## src/hdl/zpr_pkg.sv

```systemverilog
// ----------------------------------------------------------------------------
// zpr_pkg: shared types and constants of the Z-order particle router
// Field widths, register indexes, transaction structs and the Morton
// interleave used by both the front end and the configuration unit.
// ----------------------------------------------------------------------------
`default_nettype none

package zpr_pkg;

   localparam int AXIS_BITS    = 10;
   localparam int DEST_BITS    = 16;
   localparam int FIELD_BITS   = 10;
   localparam int COORD_BITS   = 32;
   localparam int TAG_BITS     = 32;
   localparam int GRID_BITS    = 3 * FIELD_BITS;
   localparam int MORTON_BITS  = 3 * AXIS_BITS;
   localparam int DEN_BITS     = MORTON_BITS + 1;
   localparam int SUM_BITS     = ((MORTON_BITS > DEST_BITS) ? MORTON_BITS : DEST_BITS) + 1;
   localparam int STEP_BITS    = (MORTON_BITS > 1) ? $clog2(MORTON_BITS) : 1;
   localparam int CSR_IDX_BITS = 3;
   localparam int QUEUE_DEPTH  = 8;
   localparam int QPTR_BITS    = $clog2(QUEUE_DEPTH);
   localparam int OCC_BITS     = QPTR_BITS + 1;

   localparam logic [CSR_IDX_BITS-1:0] CSR_ORIGIN_X   = 3'd0;
   localparam logic [CSR_IDX_BITS-1:0] CSR_ORIGIN_Y   = 3'd1;
   localparam logic [CSR_IDX_BITS-1:0] CSR_ORIGIN_Z   = 3'd2;
   localparam logic [CSR_IDX_BITS-1:0] CSR_SCALE_X    = 3'd3;
   localparam logic [CSR_IDX_BITS-1:0] CSR_SCALE_Y    = 3'd4;
   localparam logic [CSR_IDX_BITS-1:0] CSR_SCALE_Z    = 3'd5;
   localparam logic [CSR_IDX_BITS-1:0] CSR_GRID_LAST  = 3'd6;
   localparam logic [CSR_IDX_BITS-1:0] CSR_DEST_COUNT = 3'd7;

   localparam logic [COORD_BITS-1:0] SCALE_RESET = 32'd65536;
   localparam logic [GRID_BITS-1:0]  GRID_RESET  = 30'd7347207;
   localparam logic [DEST_BITS-1:0]  DEST_RESET  = 16'd1;

   typedef struct packed {
      logic signed [COORD_BITS-1:0] pos_x;
      logic signed [COORD_BITS-1:0] pos_y;
      logic signed [COORD_BITS-1:0] pos_z;
      logic [TAG_BITS-1:0]          particle_index;
   } req_type;

   typedef struct packed {
      logic [TAG_BITS-1:0]    particle_tag;
      logic [DEST_BITS-1:0]   destination;
      logic [MORTON_BITS-1:0] morton_code;
   } rsp_type;

   // Live configuration plus the values derived from it
   typedef struct packed {
      logic signed [COORD_BITS-1:0] origin_x;
      logic signed [COORD_BITS-1:0] origin_y;
      logic signed [COORD_BITS-1:0] origin_z;
      logic [COORD_BITS-1:0]        scale_x;
      logic [COORD_BITS-1:0]        scale_y;
      logic [COORD_BITS-1:0]        scale_z;
      logic [AXIS_BITS-1:0]         last_x;
      logic [AXIS_BITS-1:0]         last_y;
      logic [AXIS_BITS-1:0]         last_z;
      logic [DEST_BITS-1:0]         n;
      logic [DEST_BITS-1:0]         n_last;
      logic [MORTON_BITS-1:0]       per;
      logic [DEN_BITS-1:0]          per_inc;
      logic [DEST_BITS-1:0]         off;
      logic [MORTON_BITS-1:0]       lo;
   } cfg_type;

   // Classified item waiting for the divider
   typedef struct packed {
      logic [TAG_BITS-1:0]    tag;
      logic [MORTON_BITS-1:0] morton;
      logic [MORTON_BITS-1:0] num;
      logic [DEN_BITS-1:0]    den;
      logic [DEST_BITS-1:0]   base;
      logic                   last_dest;
   } entry_type;

   function automatic logic [MORTON_BITS-1:0] interleave(
      input logic [AXIS_BITS-1:0] x,
      input logic [AXIS_BITS-1:0] y,
      input logic [AXIS_BITS-1:0] z
   );
      logic [MORTON_BITS-1:0] m;
      m = '0;
      for (int i = 0; i < AXIS_BITS; i++) begin
         m[3*i]     = x[i];
         m[3*i + 1] = y[i];
         m[3*i + 2] = z[i];
      end
      return m;
   endfunction

endpackage

`default_nettype wire

```

## src/hdl/zpr_queue.sv

```systemverilog
// ----------------------------------------------------------------------------
// zpr_queue: short queue between front end and divider
// Small register queue; the top level keeps it from overflowing.
// ----------------------------------------------------------------------------
`default_nettype none

module zpr_queue (
   input  logic                 clock,
   input  logic                 reset,
   input  logic                 push,
   input  zpr_pkg::entry_type   push_entry,
   input  logic                 pop,
   output logic                 head_valid,
   output zpr_pkg::entry_type   head_entry
);

   zpr_pkg::entry_type                mem [zpr_pkg::QUEUE_DEPTH];
   logic [zpr_pkg::QPTR_BITS-1:0]     wr_ptr_ff, rd_ptr_ff;
   logic [zpr_pkg::OCC_BITS-1:0]      count_ff;

   always_ff @(posedge clock) begin
      if (push) begin
         mem[wr_ptr_ff] <= push_entry;
      end
   end

   always_ff @(posedge clock) begin
      if (reset) begin
         wr_ptr_ff <= '0;
         rd_ptr_ff <= '0;
         count_ff  <= '0;
      end else begin
         if (push) begin
            wr_ptr_ff <= wr_ptr_ff + zpr_pkg::QPTR_BITS'(1);
         end
         if (pop) begin
            rd_ptr_ff <= rd_ptr_ff + zpr_pkg::QPTR_BITS'(1);
         end
         count_ff <= count_ff + zpr_pkg::OCC_BITS'(push) - zpr_pkg::OCC_BITS'(pop);
      end
   end

   assign head_valid = (count_ff != '0);
   assign head_entry = mem[rd_ptr_ff];

endmodule

`default_nettype wire

```

## config.mk

```make
export PLATFORM = sky130hd
export DESIGN_NAME = zpr_queue
export DESIGN_NICKNAME = d
export VERILOG_FILES = /design/src/hdl/zpr_pkg.sv /design/src/hdl/zpr_queue.sv
export SDC_FILE = /design/constraint.sdc
export NUM_CORES = 1
export LEC_CHECK = 0
export BUFFER_PORTS_ARGS = -buffer_cell sky130_fd_sc_hd__buf_2
export CAP_MARGIN = 40
export CORE_ASPECT_RATIO = 1.1
export CORE_MARGIN = 5
export CORE_UTILIZATION = 60
export CTS_CLUSTER_SIZE = 40
export DETAILED_ROUTE_END_ITERATION = 7
export PLACE_DENSITY = 0.91
export SLEW_MARGIN = 10
export SYNTH_ARGS = -nofsm -noshare
export SYNTH_HDL_FRONTEND = slang
export SYNTH_SLANG_ARGS = --single-unit
```

## constraint.sdc

```tcl
create_clock -name clock -period 18.9 [get_ports clock]
set_input_delay 1.89 -clock clock [delete_from_list [all_inputs] [get_ports clock]]
set_output_delay 1.89 -clock clock [all_outputs]
set_load 0.01 [all_outputs]
```

Word-level counts from Yosys, hierarchy flattened

Memories as Yosys holds them, arrays and structs flattened. A register that Yosys moved wholly into a read port is not among the register bits.
Cells that the tools add are included.

Word-level logic and storage cells: 13
RAM bits: 1120
Bits of input ports: 144
Bits in registers: 10
Memories kept: 1
Output and inout port bits: 141

Memories:

| name | depth | bits a word | read ports | clocked after Yosys merged registers in | wr ports | line            | RTL |
|---|---|---|---|---|---|---|---|
| mem  | 8     | 140         | 1          | 1                                       | 1        | zpr_queue.sv:17 | `zpr_pkg::entry_type mem [zpr_pkg::QUEUE_DEPTH];` |

Add/sub/neg operators: 4
Reductions and logical operators: 1
Multiplexer cells: 4

Operators with widths:

| operator                                    | count |
|---|---|
| adder 3 x 1 -> 3 bit, second input constant | 2 |
| 2-to-1 mux 3 bit                            | 2 |
| adder 4 x 1 -> 4 bit                        | 1 |
| nonzero test 4 bit                          | 1 |
| subtractor 4 x 1 -> 4 bit                   | 1 |
| 2-to-1 mux 1 bit                            | 2 |

Depth between registers and ports, before layout

Word-level depth: 3
Depth in mapped cells: 8
Gate-level depth less buffers: 8

Worst setup path before layout

OpenSTA, ideal clock, no wires.

Path type: input port to flip-flop
Start: in push
End: mem mem[0][0] in the netlist's numbering, enable pin
Data required time: 18.089 ns
Slack: 6.661 ns
Stages: 2
Data arrival time: 11.428 ns
Path through: nand2b_1 nor3_1

Cells in the longest elaborated chain, start to end: 2

Ends and longest elaborated chain:

| what                                   | line            | RTL |
|---|---|---|
| from (decl)                            | zpr_queue.sv:10 | `input logic push,` |
| 2-to-1 mux 1 bit                       | zpr_queue.sv:22 | `if (push) begin` |
| 2-to-1 mux 1 bit (not written as such) | zpr_queue.sv:23 | `mem[wr_ptr_ff] <= push_entry;` |
| to (decl)                              | zpr_queue.sv:17 |  |

No other way between the ends.

==> impl_metrics.csv <==
group,metric,value,unit
status,outcome,"complete, no violations",
synthesis,yosysWarningCount,0,
clock_tree,clk_pin_slew,0.07,ns
routing,dr_total_vias,19200,
setup_path,end_kind,"primary output",
die,num_rows,102,
synthesis,synth_area,42600,µm²
die,initial_core_util,60.5,%
pwr,power.share.sequential,52.9,%
synthesis,synth_cell_types,22,
clock_tree,clock_path_buffers,3,
placement,place_ws,13.62,ns
clock_tree,postCtsResizedCells,0,
flow_run,cap_viol_max_count,0,
synthesis,synth-compound-area-share,0.0440,%
synthesis,postSynthCellCount,1686,
global_routing,antenna_found_initial,19,
setup_path,required,17.01,ns
sta,fmax,170,MHz
placement,placed_cells,2863,
clock_tree,holdBufCountCts,0,
routing,routedWlPerCell,29.6,µm
synthesis,syn_area_per_cell,25.3,µm²
clock_tree,cts_tree,"yes",
min_path,hold_path.class,"register to register",
sta,fin_hold_ws,0.547,ns
routing,wl,91.0,mm
routing,post-route-drc-count,0,
clock_tree,cts_root_buf,"clkbuf_16",
synthesis,ys.flop_type,"edfxtp_1",
sta,setup_ws,13.03,ns
pwr,p_leak,15.5,nW
synthesis,ys_async_sr_fraction,0,%
synthesis,synth_mux_area_share,18.5,%
synthesis,yosys.area.top_type_share,78.9,%
final_layout,stdcell_count,3075,
routing,drt_iter0_drc,1852,
synthesis,synth_top_family_by_area,"multiplexers",
routing,via_per_inst,6.26,
sta,max_slew_margin,15.7,%
global_routing,grt_usage,23.9,%
pwr,p_clk_share,39.0,%
placement,io_buffer_count,284,
routing,firstDrtPassIters,5,
final_layout,nNetsFinal,2188,
final_layout,final_common_cell,"edfxtp_1",
clock_tree,htreeDepth,3,
pwr,p_sw,1.16,mW
final_layout,drive_gt1_share,42.8,%
final_layout,area_growth,14.6,%
sta,rsz0062_at_grt,"false",
final_layout,layout_common_cells,"edfxtp_1, buf_2, mux4_2",
sta,period_share,31.1,%
pwr,cellPowerDensity,111,nW/µm²
setup_path,reg2reg_depth,5,
sta,slew_viol_final,0,
synthesis,yosysSeqAreaShare,79.5,%
placement,place_hpwl,48.2,mm
synthesis,yosysTopAreaCell,"edfxtp_1",
clock_tree,clock_latency,0.64,ns
setup_path,critPathCapture,"head_entry[63]",
setup_path,worst_r2r_endpoint,"mem[3][123]$_DFFE_PP_",
setup_path,path_max_fanout,39,
die,core_area,70400,µm²
synthesis,yosys.area_share.simple,0.297,%
synthesis,synth_edf_count,1120,
die,dieWidth,264,µm
sta,setup-violations-final,0,
die,dieArea,76500,µm²
synthesis,yosys.area_share.xor_xnor,0.103,%
final_layout,fillers,3929,
sta,hold_violations,0,
synthesis,synth_area_leaders,"edfxtp_1, mux4_2, mux2_2, dfxtp_1, buf_6",
sta,finalSetupTns,0,ns
die,io_pins,285,
synthesis,syn_nets,1838,
setup_path,critical_path_class,"register to primary output",
die,die_h,289,µm
setup_path,r2r_slack,16.19,ns
setup_path,crit_path_start_kind,"register",
global_routing,gr-total-overflow,0,
global_routing,grt_pass1_vias,20700,
pwr,combPwrFrac,8.1,%
clock_tree,cts_sinks,1133,
setup_path,critPathArrivalTime,3.98,ns
placement,gp_congestion,0.735,
global_routing,grt_max_degree,175,
pwr,p_int,4.24,mW
synthesis,synth_fa_ha_area_share,0.253,%
sta,tightest_slew,1.26,ns
pwr,total_power,5.40,mW
synthesis,synth.ff_latch_count,1133,
clock_tree,cts_inserted_buffers,107,
global_routing,grt_pass1_wl,135,mm
sta,clock_skew,0.0238,ns
pwr,swShare,21.5,%
routing,ant_nets,0,
pwr,ir_worst_vdd,0.0886,mV
setup_path,timing.rr.start,"wr_ptr_ff[1]$_SDFFE_PP0P_",
sta,post-route-min-period,5.87,ns
clock_tree,postCtsSetupBuffers,0,
==> layer usage <==
layer / vias up / part of all wire, % / track usage, %
li1: 7963 / - / -
met1: 10200 / 36 / 31.3
met2: 913 / 53 / 41.0
met3: 168 / 8.0 / 5.72
met4: 16 / 2.6 / 6.88
met5: - / 0.11 / 0
==> power groups by stage <==
stage / combinational (mW) / sequential [mW] / clock (mW)
6_report: 0.435 / 2.86 / 2.11
3_3_place_gp: 0.407 / 2.90 / 0
5_1_grt: 0.466 / 2.86 / 2.26
2_1_floorplan: 0.273 / 2.91 / 0
3_5_place_dp: 0.433 / 2.91 / 0
4_1_cts: 0.441 / 2.86 / 2.15
==> Yosys cell counts (2+ instances only) <==
cell	count
xnor2_1	2
xor2_1	3
nand2_1	4
edfxtp_1	1120
mux4_2	280
ha_1	7
nor3_1	2
buf_6	22
buf_1	11
mux2_2	140
nand2b_1	4
dfxtp_1	13
a21oi_1	2
nand3_1	2
clkbuf_1	22
nor2_1	16
buf_2	24
mux2i_1	2
inv_1	7
==> cells by family (layout without fill, tap and decap cells) <==
group,after synthesis,count (layout)
muxes,422,422
and+or+nand+nor,29,29
AOI/OAI and AO/OA,3,3
other,0,17
adders and majority gates,8,8
buffers and inverters,86,522
xor gates and xnor gates,5,5
DFF,1133,1133
==> critical path, stage by stage (launching register included) <==
cell	delay, ns
dfxtp_4	0.84
buf_4	0.51
buf_16	0.29
buf_4	0.28
buf_16	0.30
mux4_2	0.57
mux2_2	0.31
buf_2	0.15
==> how the worst min path moves through the flow <==
stage / start / depth (start not counted) / endpoint / slack (ns)
5_1_grt: rd_ptr_ff[1]$_SDFFE_PP0P_ / 2 / register / 0.58
6_report: wr_ptr_ff[2]$_SDFFE_PP0P_ / 2 / wr_ptr_ff[2]$_SDFFE_PP0P_ / 0.55
3_5_place_dp: wr_ptr_ff[2]$_SDFFE_PP0P_ / 2 / wr_ptr_ff[2]$_SDFFE_PP0P_ / 0.52
4_1_cts: wr_ptr_ff[2]$_SDFFE_PP0P_ / 2 / wr_ptr_ff[2]$_SDFFE_PP0P_ / 0.54
2_1_floorplan: rd_ptr_ff[2]$_SDFFE_PP0P_ / 2 / register / 0.48
3_3_place_gp: rd_ptr_ff[2]$_SDFFE_PP0P_ / 2 / register / 0.51
==> state kept, by name (all words and copies together), names as in the netlist, named ones only <==
signal     cells
count_ff       4
mem         1120
rd_ptr_ff      3
wr_ptr_ff      3
==> per-stage QoR <==
step	cell area [µm²]	util, %
after floorplan	42600	-
after global placement	45000	63.9
after detailed placement	45300	64.3
after CTS	48800	69.2
after global routing	48800	69.3
final	48800	69.3
==> final cells by class <==
| type | count | area (µm²) | share of cell area [%] |
|---|---|---|---|
| Sequential cell | 1133 | 33900 | 69.4 |
| Multi-Input combinational cell | 467 | 8250 | 16.9 |
| Clock buffer | 140 | 2920 | 5.99 |
| Timing Repair Buffer | 320 | 1940 | 3.97 |
| Tap cell | 936 | 1170 | 2.40 |
| Clock inverter | 55 | 561 | 1.15 |
| Antenna cell | 17 | 42.5 | 0.0871 |
| Inverter | 7 | 26.3 | 0.0538 |
(Power assumes the default switching activity.)
