### config.mk
export PLATFORM = sky130hd
export DESIGN_NAME = zpr_cfg
export DESIGN_NICKNAME = d
export VERILOG_FILES = /design/src/hdl/zpr_pkg.sv /design/src/hdl/zpr_cfg.sv
export SDC_FILE = /design/constraint.sdc
export NUM_CORES = 2
export LEC_CHECK = 0
export BUFFER_PORTS_ARGS = -buffer_cell sky130_fd_sc_hd__buf_4
export CORE_ASPECT_RATIO = 0.6
export CORE_MARGIN = 5
export CORE_UTILIZATION = 50
export DETAILED_ROUTE_END_ITERATION = 6
export GPL_TIMING_DRIVEN = 0
export PLACE_DENSITY = 0.71
export SYNTH_ARGS = -nofsm -noshare
export SYNTH_HDL_FRONTEND = slang
export SYNTH_SLANG_ARGS = --single-unit
### constraint.sdc
create_clock -name clock -period 21.8 [get_ports clock]
set_input_delay 2.18 -clock clock [delete_from_list [all_inputs] [get_ports clock]]
set_output_delay 2.18 -clock clock [all_outputs]
set_load 0.02 [all_outputs]
### src/hdl/zpr_pkg.sv
// ----------------------------------------------------------------------------
// zpr_pkg: shared types and constants of the Z-order particle router
// Field widths, register indexes, transaction structs and the Morton
// interleave used by both the front end and the configuration unit.
// ----------------------------------------------------------------------------
`default_nettype none

package zpr_pkg;

   localparam int AXIS_BITS    = 10;
   localparam int DEST_BITS    = 16;
   localparam int FIELD_BITS   = 10;
   localparam int COORD_BITS   = 32;
   localparam int TAG_BITS     = 32;
   localparam int GRID_BITS    = 3 * FIELD_BITS;
   localparam int MORTON_BITS  = 3 * AXIS_BITS;
   localparam int DEN_BITS     = MORTON_BITS + 1;
   localparam int SUM_BITS     = ((MORTON_BITS > DEST_BITS) ? MORTON_BITS : DEST_BITS) + 1;
   localparam int STEP_BITS    = (MORTON_BITS > 1) ? $clog2(MORTON_BITS) : 1;
   localparam int CSR_IDX_BITS = 3;
   localparam int QUEUE_DEPTH  = 8;
   localparam int QPTR_BITS    = $clog2(QUEUE_DEPTH);
   localparam int OCC_BITS     = QPTR_BITS + 1;

   localparam logic [CSR_IDX_BITS-1:0] CSR_ORIGIN_X   = 3'd0;
   localparam logic [CSR_IDX_BITS-1:0] CSR_ORIGIN_Y   = 3'd1;
   localparam logic [CSR_IDX_BITS-1:0] CSR_ORIGIN_Z   = 3'd2;
   localparam logic [CSR_IDX_BITS-1:0] CSR_SCALE_X    = 3'd3;
   localparam logic [CSR_IDX_BITS-1:0] CSR_SCALE_Y    = 3'd4;
   localparam logic [CSR_IDX_BITS-1:0] CSR_SCALE_Z    = 3'd5;
   localparam logic [CSR_IDX_BITS-1:0] CSR_GRID_LAST  = 3'd6;
   localparam logic [CSR_IDX_BITS-1:0] CSR_DEST_COUNT = 3'd7;

   localparam logic [COORD_BITS-1:0] SCALE_RESET = 32'd65536;
   localparam logic [GRID_BITS-1:0]  GRID_RESET  = 30'd7347207;
   localparam logic [DEST_BITS-1:0]  DEST_RESET  = 16'd1;

   typedef struct packed {
      logic signed [COORD_BITS-1:0] pos_x;
      logic signed [COORD_BITS-1:0] pos_y;
      logic signed [COORD_BITS-1:0] pos_z;
      logic [TAG_BITS-1:0]          particle_index;
   } req_type;

   typedef struct packed {
      logic [TAG_BITS-1:0]    particle_tag;
      logic [DEST_BITS-1:0]   destination;
      logic [MORTON_BITS-1:0] morton_code;
   } rsp_type;

   // Live configuration plus the values derived from it
   typedef struct packed {
      logic signed [COORD_BITS-1:0] origin_x;
      logic signed [COORD_BITS-1:0] origin_y;
      logic signed [COORD_BITS-1:0] origin_z;
      logic [COORD_BITS-1:0]        scale_x;
      logic [COORD_BITS-1:0]        scale_y;
      logic [COORD_BITS-1:0]        scale_z;
      logic [AXIS_BITS-1:0]         last_x;
      logic [AXIS_BITS-1:0]         last_y;
      logic [AXIS_BITS-1:0]         last_z;
      logic [DEST_BITS-1:0]         n;
      logic [DEST_BITS-1:0]         n_last;
      logic [MORTON_BITS-1:0]       per;
      logic [DEN_BITS-1:0]          per_inc;
      logic [DEST_BITS-1:0]         off;
      logic [MORTON_BITS-1:0]       lo;
   } cfg_type;

   // Classified item waiting for the divider
   typedef struct packed {
      logic [TAG_BITS-1:0]    tag;
      logic [MORTON_BITS-1:0] morton;
      logic [MORTON_BITS-1:0] num;
      logic [DEN_BITS-1:0]    den;
      logic [DEST_BITS-1:0]   base;
      logic                   last_dest;
   } entry_type;

   function automatic logic [MORTON_BITS-1:0] interleave(
      input logic [AXIS_BITS-1:0] x,
      input logic [AXIS_BITS-1:0] y,
      input logic [AXIS_BITS-1:0] z
   );
      logic [MORTON_BITS-1:0] m;
      m = '0;
      for (int i = 0; i < AXIS_BITS; i++) begin
         m[3*i]     = x[i];
         m[3*i + 1] = y[i];
         m[3*i + 2] = z[i];
      end
      return m;
   endfunction

endpackage

`default_nettype wire

### src/hdl/zpr_cfg.sv
// ----------------------------------------------------------------------------
// zpr_cfg: configuration registers and range derivation
// Holds the registers and, after reset or any write, divides the last Morton
// code by the destination count one bit a cycle, then forms the wide-range end.
// ----------------------------------------------------------------------------
`default_nettype none

module zpr_cfg (
   input  logic                                clock,
   input  logic                                reset,
   input  logic                                csr_valid,
   output logic                                csr_ready,
   input  logic [zpr_pkg::CSR_IDX_BITS-1:0]    csr_index,
   input  logic [zpr_pkg::COORD_BITS-1:0]      csr_data,
   output zpr_pkg::cfg_type                    cfg
);

   typedef enum logic [1:0] {ST_LOAD, ST_DIV, ST_MUL, ST_IDLE} state_type;

   state_type                             state_ff;
   logic signed [zpr_pkg::COORD_BITS-1:0] origin_x_ff, origin_y_ff, origin_z_ff;
   logic [zpr_pkg::COORD_BITS-1:0]        scale_x_ff, scale_y_ff, scale_z_ff;
   logic [zpr_pkg::GRID_BITS-1:0]         grid_last_ff;
   logic [zpr_pkg::DEST_BITS-1:0]         dest_count_ff;
   logic [zpr_pkg::MORTON_BITS-1:0]       dvd_ff, quot_ff, lo_ff;
   logic [zpr_pkg::DEST_BITS-1:0]         rem_ff;
   logic [zpr_pkg::DEN_BITS-1:0]          per_inc_ff;
   logic [zpr_pkg::STEP_BITS-1:0]         step_ff;

   logic [zpr_pkg::AXIS_BITS-1:0]         last_x, last_y, last_z;
   logic [zpr_pkg::DEST_BITS-1:0]         n_eff;
   logic [zpr_pkg::MORTON_BITS-1:0]       mx;
   logic [zpr_pkg::DEST_BITS:0]           trial, trial_sub;
   logic                                  ge;
   logic [zpr_pkg::DEST_BITS-1:0]         rem_in;
   logic [zpr_pkg::DEN_BITS-1:0]          per_inc_in;
   logic [zpr_pkg::DEST_BITS+zpr_pkg::DEN_BITS-1:0] lo_prod;

   assign last_x = grid_last_ff[0*zpr_pkg::FIELD_BITS +: zpr_pkg::AXIS_BITS];
   assign last_y = grid_last_ff[1*zpr_pkg::FIELD_BITS +: zpr_pkg::AXIS_BITS];
   assign last_z = grid_last_ff[2*zpr_pkg::FIELD_BITS +: zpr_pkg::AXIS_BITS];
   assign n_eff  = (dest_count_ff == '0) ? zpr_pkg::DEST_BITS'(1) : dest_count_ff;
   assign mx     = zpr_pkg::interleave(last_x, last_y, last_z);

   // One restoring-division step of the last code by the destination count
   assign trial     = {rem_ff, dvd_ff[zpr_pkg::MORTON_BITS-1]};
   assign ge        = trial >= {1'b0, n_eff};
   assign trial_sub = trial - {1'b0, n_eff};
   assign rem_in    = ge ? trial_sub[zpr_pkg::DEST_BITS-1:0] : trial[zpr_pkg::DEST_BITS-1:0];

   assign per_inc_in = {1'b0, quot_ff} + zpr_pkg::DEN_BITS'(1);
   assign lo_prod    = rem_ff * per_inc_in;

   assign csr_ready = (state_ff == ST_IDLE);

   always_ff @(posedge clock) begin
      if (reset) begin
         state_ff      <= ST_LOAD;
         origin_x_ff   <= '0;
         origin_y_ff   <= '0;
         origin_z_ff   <= '0;
         scale_x_ff    <= zpr_pkg::SCALE_RESET;
         scale_y_ff    <= zpr_pkg::SCALE_RESET;
         scale_z_ff    <= zpr_pkg::SCALE_RESET;
         grid_last_ff  <= zpr_pkg::GRID_RESET;
         dest_count_ff <= zpr_pkg::DEST_RESET;
      end else begin
         unique case (state_ff)
            ST_LOAD: begin
               dvd_ff   <= mx;
               rem_ff   <= '0;
               quot_ff  <= '0;
               step_ff  <= zpr_pkg::STEP_BITS'(zpr_pkg::MORTON_BITS - 1);
               state_ff <= ST_DIV;
            end
            ST_DIV: begin
               dvd_ff  <= {dvd_ff[zpr_pkg::MORTON_BITS-2:0], 1'b0};
               rem_ff  <= rem_in;
               quot_ff <= {quot_ff[zpr_pkg::MORTON_BITS-2:0], ge};
               step_ff <= step_ff - zpr_pkg::STEP_BITS'(1);
               if (step_ff == '0) begin
                  state_ff <= ST_MUL;
               end
            end
            ST_MUL: begin
               per_inc_ff <= per_inc_in;
               lo_ff      <= lo_prod[zpr_pkg::MORTON_BITS-1:0];
               state_ff   <= ST_IDLE;
            end
            ST_IDLE: begin
               // Recompute the split after every write
               if (csr_valid) begin
                  state_ff <= ST_LOAD;
               end
            end
         endcase
         if (csr_valid && csr_ready) begin
            unique case (csr_index)
               zpr_pkg::CSR_ORIGIN_X:   origin_x_ff   <= csr_data;
               zpr_pkg::CSR_ORIGIN_Y:   origin_y_ff   <= csr_data;
               zpr_pkg::CSR_ORIGIN_Z:   origin_z_ff   <= csr_data;
               zpr_pkg::CSR_SCALE_X:    scale_x_ff    <= csr_data;
               zpr_pkg::CSR_SCALE_Y:    scale_y_ff    <= csr_data;
               zpr_pkg::CSR_SCALE_Z:    scale_z_ff    <= csr_data;
               zpr_pkg::CSR_GRID_LAST:  grid_last_ff  <= csr_data[zpr_pkg::GRID_BITS-1:0];
               zpr_pkg::CSR_DEST_COUNT: dest_count_ff <= csr_data[zpr_pkg::DEST_BITS-1:0];
            endcase
         end
      end
   end

   always_comb begin
      cfg          = '0;
      cfg.origin_x = origin_x_ff;
      cfg.origin_y = origin_y_ff;
      cfg.origin_z = origin_z_ff;
      cfg.scale_x  = scale_x_ff;
      cfg.scale_y  = scale_y_ff;
      cfg.scale_z  = scale_z_ff;
      cfg.last_x   = last_x;
      cfg.last_y   = last_y;
      cfg.last_z   = last_z;
      cfg.n        = n_eff;
      cfg.n_last   = n_eff - zpr_pkg::DEST_BITS'(1);
      cfg.per      = quot_ff;
      cfg.per_inc  = per_inc_ff;
      cfg.off      = rem_ff;
      cfg.lo       = lo_ff;
   end

endmodule

`default_nettype wire

==> Word-level counts from Yosys, hierarchy flattened <==
Cells that the tools add are included.
{ "totals": {"reg_bits": 382, "inputBits": 38} }
{ "op_classes": {"n_addsub": 4, "mul": 1, "n_lt_le_gt_ge": 1, "eq_ne": 12, "mux": 9, "bitwise": 1, "n_reduce_logical": 17} }
{ "op_table": {"columns": ["cell", "n"], "rows": [
  ["$pmux 30 s2", 2],
  ["$mux 16", 2],
  ["$pmux 16 s2", 1],
  ["$add 30x1->31 const B", 1],
  ["$mul 16x31->30", 1],
  ["$reduce_and 2->1", 11],
  ["$ge 17x16->1", 1],
  ["$logic_not 16->1", 1],
  ["$sub 16x1->16 const B", 1],
  ["$sub 16x16->16", 1],
  ["$eq 3x3->1 const B", 4],
  ["$pmux 5 s2", 1],
  ["$pmux 2 s4", 1],
  ["$eq 3x2->1 const B", 2],
  ["$logic_not 5->1", 1],
  ["$sub 5x1->5 const B", 1],
  ["$eq 2x2->1 const B", 2],
  ["$mux 2", 2],
  ["$ne 2x2->1 const B", 2],
  ["$eq 3x1->1 const B", 1],
  ["$logic_not 3->1", 1],
  ["$eq 2x1->1 const B", 1],
  ["$logic_not 2->1", 1],
  ["$reduce_bool 2->1", 1],
  ["other kinds (2)", 2]
]} }

==> Longest topological paths before layout <==
{ "depth": {"depth_word": 5, "depth_mapped": 29, "mapped_depth_nobuf": 29} }

==> Worst setup path after synthesis <==
OpenSTA, ideal clock, no wires.
{ "synth_path": {"kind": "reg-to-reg", "start": "register quot_ff[0] (netlist name)", "end": "register lo_ff[26] (netlist name) (data pin)", "setup_ps": 260, "t_arrival_ps": 6858, "required_time_ps": 21540, "path_slack_ps": 14683, "stages_incl_launch_ff": 26, "path_buffers": 1, "synth_period_minus_slack_ps": 7117, "cell_sequence": "edfxtp_1 -> ha_1 -> and2_1 -> nand4_1 -> nor2_1 -> xor2_1 -> clkbuf_1 -> nand2_1 -> fa_1 -> fa_1 -> inv_1 -> fa_1 -> fa_1 -> fa_1 -> inv_1 -> fa_1 -> inv_1 -> ha_1 -> or3_1 -> o21ai_0 -> nand2_1 -> a21oi_1 -> o31ai_1 -> a41o_1 -> a21oi_1 -> xnor2_1"} }
{ "synth_via": {"elab_chain_len": 2} }
{ "synth_rtl": {"columns": ["item", "line", "text"], "rows": [
  ["start, declared", "zpr_cfg.sv:25", "logic [zpr_pkg::MORTON_BITS-1:0] dvd_ff, quot_ff, lo_ff;"],
  ["start signal, assigned", "zpr_cfg.sv:79", "quot_ff <= {quot_ff[zpr_pkg::MORTON_BITS-2:0], ge};"],
  ["$add 30x1->31", "zpr_cfg.sv:51", "assign per_inc_in = {1'b0, quot_ff} + zpr_pkg::DEN_BITS'(1);"],
  ["via per_inc_in, one bit", "zpr_cfg.sv:36", "logic [zpr_pkg::DEN_BITS-1:0] per_inc_in;"],
  ["$mul 16x31->30", "zpr_cfg.sv:52", "assign lo_prod = rem_ff * per_inc_in;"],
  ["via lo_prod, one bit", "zpr_cfg.sv:37", "logic [zpr_pkg::DEST_BITS+zpr_pkg::DEN_BITS-1:0] lo_prod;"],
  ["end signal, assigned", "zpr_cfg.sv:87", "lo_ff <= lo_prod[zpr_pkg::MORTON_BITS-1:0];"],
  ["end, declared", "zpr_cfg.sv:25", null]
]} }
The timed path passes the listed nets, and every way through them passes these cells.
A chain may end at the register's enable or synchronous reset.

==> Worst setup path in the final report <==
{ "layout_path": {"start": "register quot_ff[0] (netlist name)", "end": "register lo_ff[28] (netlist name) (data pin)"} }
Same word-level chain as after synthesis.

==> impl_metrics.toml <==
[sta]
rsz0062_at_grt = "false"
min_period_over_period = 0.462
worst_pin_slew_ns = 1.53
clock_skew_ns = 0.0438
fin_crit_ns = 10.08
slew_violations = 11
finalHoldViolCount = 0
timing.fmax_mhz = 99.2
setup_violations = 0
maxSlewHeadroom = -0.0282
timing.setup.tns_ns = 0

[floorplanning]
die-height_um = 186
io_pins = 400
row_count = 64
start_util = 0.505
dieWidth_um = 303
die_area_mm2 = 0.0561
core-area_mm2 = 0.0508

[grt]
grt_pass1_vias = 21900
grt_overflow = 0
busiest_layer = "met1"
grt_pass1_wl_um = 138000
grtUsageMet1 = 0.485
antenna_found_initial = 0
grt_max_degree = 33
globalRouteTotalUtil = 0.327
met3_usage = 0.108
grtUsageMet2 = 0.448

[clock_tree]
insertion_delay_ns = 0.57
post_cts_buffers = 0
hold_buffers = 0
cts_sinks = 382
cts_root_buf = "clkbuf_16"
clock_path_buffers = 3
clkSlewWorstSetupHoldPaths_ns = 0.07
tritoncts = "yes"
numCtsBuffers = 39
htreeDepth = 2
cts_resized = 0

[setup_path]
crit_required_ns = 22.08
crit_path_end_kind = "register"
path_delay_family = "adder cells"
max_stage_delay_ns = 0.85
crit_buf_inv = 4
worstRegToRegCells = 25
start_kind = "register"
slowest_stage = "edfxtp_1"
path_class = "reg2reg"
critPathMaxFanout = 11
r2r-end = "lo_ff[28]"
crit_arrival_ns = 10.35
critPathMostFrequentCell = "fa_1"
r2r_slack_ns = 11.72
worst_r2r_startpoint = "quot_ff[0]"

[placed_design]
finalWeightedCongestion = 0.992
portBuffers = 382
dpl.hpwl_um = 74500

[layout]
drive_gt1_frac = 0.160
post-route-util = 0.607
final_common_cell = "nand2_1"
num-nets-final = 3625
synthToLayoutAreaGrowth_pct = 20.3
nFillCells = 4419
layout_common_cells = "719 x nand2_1, 383 x buf_4, 330 x inv_1, 277 x fa_1, 253 x a21oi_1"

[route]
wl_per_cell_um = 23.8
postRouteAntennaNets = 0
vias_per_cell = 5.61
dr.pass1.iters = 7
drt_iter0_drc = 2506
drc = 0
vias = 22100
wirelength_um = 93800

[synthesis]
async_flop_share = 0
synth_edf_count = 142
synth_top_area_frac = 0.216
syn_area_per_cell_um2 = 9.18
ys_seq_area_frac = 0.353
synthCells = 2796
yosysTopAreaCell = "fa_1"
ys_warn_count = 0
yosys_register_bits = 382
synthFlopType = "dfxtp_1"
synth.area.top_cells = "fa_1 22%, dfxtp_1 19%, edfxtp_1 17%, nand2_1 11%, a21oi_1 4.9%"
synth.distinct_cells = 56
netlist_area_mm2 = 0.0257
syn-num-nets = 3198

[hold_path]
holdCritStartpoint = "scale_z_ff[3]"
holdPathStages = 2
min_to = "scale_z_ff[3]"
hold_class = "reg2reg"

[status]
violations = "max-capacitance violations, max-slew violations"
status = "complete, but fails checks"

[flow_run]
cap_violations = 1
[metrics by stage]
stage | instances | area [µm²] | hold WS (ns) | worst slack, ns
final | 3948 | 30900 | 0.456 | 11.72
after global routing | 3947 | 30900 | 0.474 | 11.55
after CTS | 3947 | 30900 | 0.457 | 12.10
after detailed placement | 3875 | 29500 | 0.448 | 12.24
after global placement | 3871 | 29400 | 0.444 | 12.32
after floorplan | 2796 | 25700 | 0.448 | 14.68
[cells in the mapped netlist (13+ instances only)]
library cell and count:
nand2_1 719, inv_1 330, fa_1 277, a21oi_1 253, dfxtp_1 240, and2_1 164, clkbuf_1 157, edfxtp_1 142
ha_1 87, xnor2_1 70, nor2_1 41, nor2b_1 33, mux2_2 30, xor2_1 26, nand3_1 23, a21o_1 19
clkbuf_2 16, o21ai_0 16, nor3_1 14, nand3b_1 13, nand4_1 13
[worst reg2reg max path: stages, from the launching register on]
cell      delay, ns
edfxtp_1       0.85
ha_1           0.33
and2_1         0.19
nand4_1        0.32
nor2_1         0.28
xor2_1         0.76
clkbuf_1       0.63
nand2_1        0.19
fa_1           0.55
fa_1           0.51
fa_1           0.58
inv_1          0.07
fa_1           0.51
fa_1           0.51
inv_1          0.05
fa_1           0.48
inv_1          0.05
ha_1           0.20
or3_1          0.38
o21ai_0        0.81
nand2_1        0.11
a21oi_1        0.48
o21ai_0        0.30
a21oi_1        0.32
o21ai_0        0.17
xor2_1         0.16
[cells by family (layout without fill, tap and decap cells)]
group	after synthesis	count (layout)	share of synthesized area
buffers and inverters	507	965	0.0751
multiplexers	42	42	0.0178
adder cells (fa/ha/maj)	364	364	0.258
AND/OR/NAND/NOR	1068	1068	0.186
AO/OA/AOI/OAI	330	330	0.0709
XOR/XNOR	103	103	0.0381
flip-flops	382	382	0.353
other	0	1	0
[area by class of cell]
cell class                      count  area [µm²]  share of cell area
Clock inverter                     22         270             0.00875
Multi-Input combinational cell   1907       14700               0.475
Tap cell                          693         867              0.0281
Antenna cell                        1        2.50           0.0000810
Clock buffer                       50        1110              0.0359
Buffer                            177         689              0.0223
Sequential cell                   382        9070               0.294
Inverter                          330        1240              0.0401
Timing Repair Buffer              386        2960              0.0957
[flip-flops by register name (all words and copies together) (netlist names), 30 cells and up]
name and flops:
scale_x_ff 32, grid_last_ff 30, origin_z_ff 32, origin_y_ff 32
scale_z_ff 32, dvd_ff 30, scale_y_ff 32, lo_ff 30
quot_ff 30, origin_x_ff 32, per_inc_ff 31
[worst max-delay path by stage]
stage / from / end / slack [ns] / cells past startpoint
floorplan: quot_ff[0] / lo_ff[26] / 14.68 / 25
global placement: quot_ff[0] / lo_ff[28] / 12.32 / 25
detailed placement: quot_ff[0] / lo_ff[28] / 12.24 / 25
CTS: quot_ff[0] / lo_ff[28] / 12.10 / 25
global route: quot_ff[0] / lo_ff[28] / 11.55 / 25
finish: quot_ff[0] / lo_ff[28] / 11.72 / 25
[layer usage]
| layer | part of all wire | vias to the layer above |
|---|---|---|
| met3 | 0.13 | 234 |
| met4 | 0.040 | 0 |
| met2 | 0.40 | 1354 |
| met5 | 0 | - |
| met1 | 0.42 | 11000 |
| li1 | - | 9587 |
Power is not shown: default switching activity piles up to over one toggle a cycle in this logic, so the estimate is an artifact.
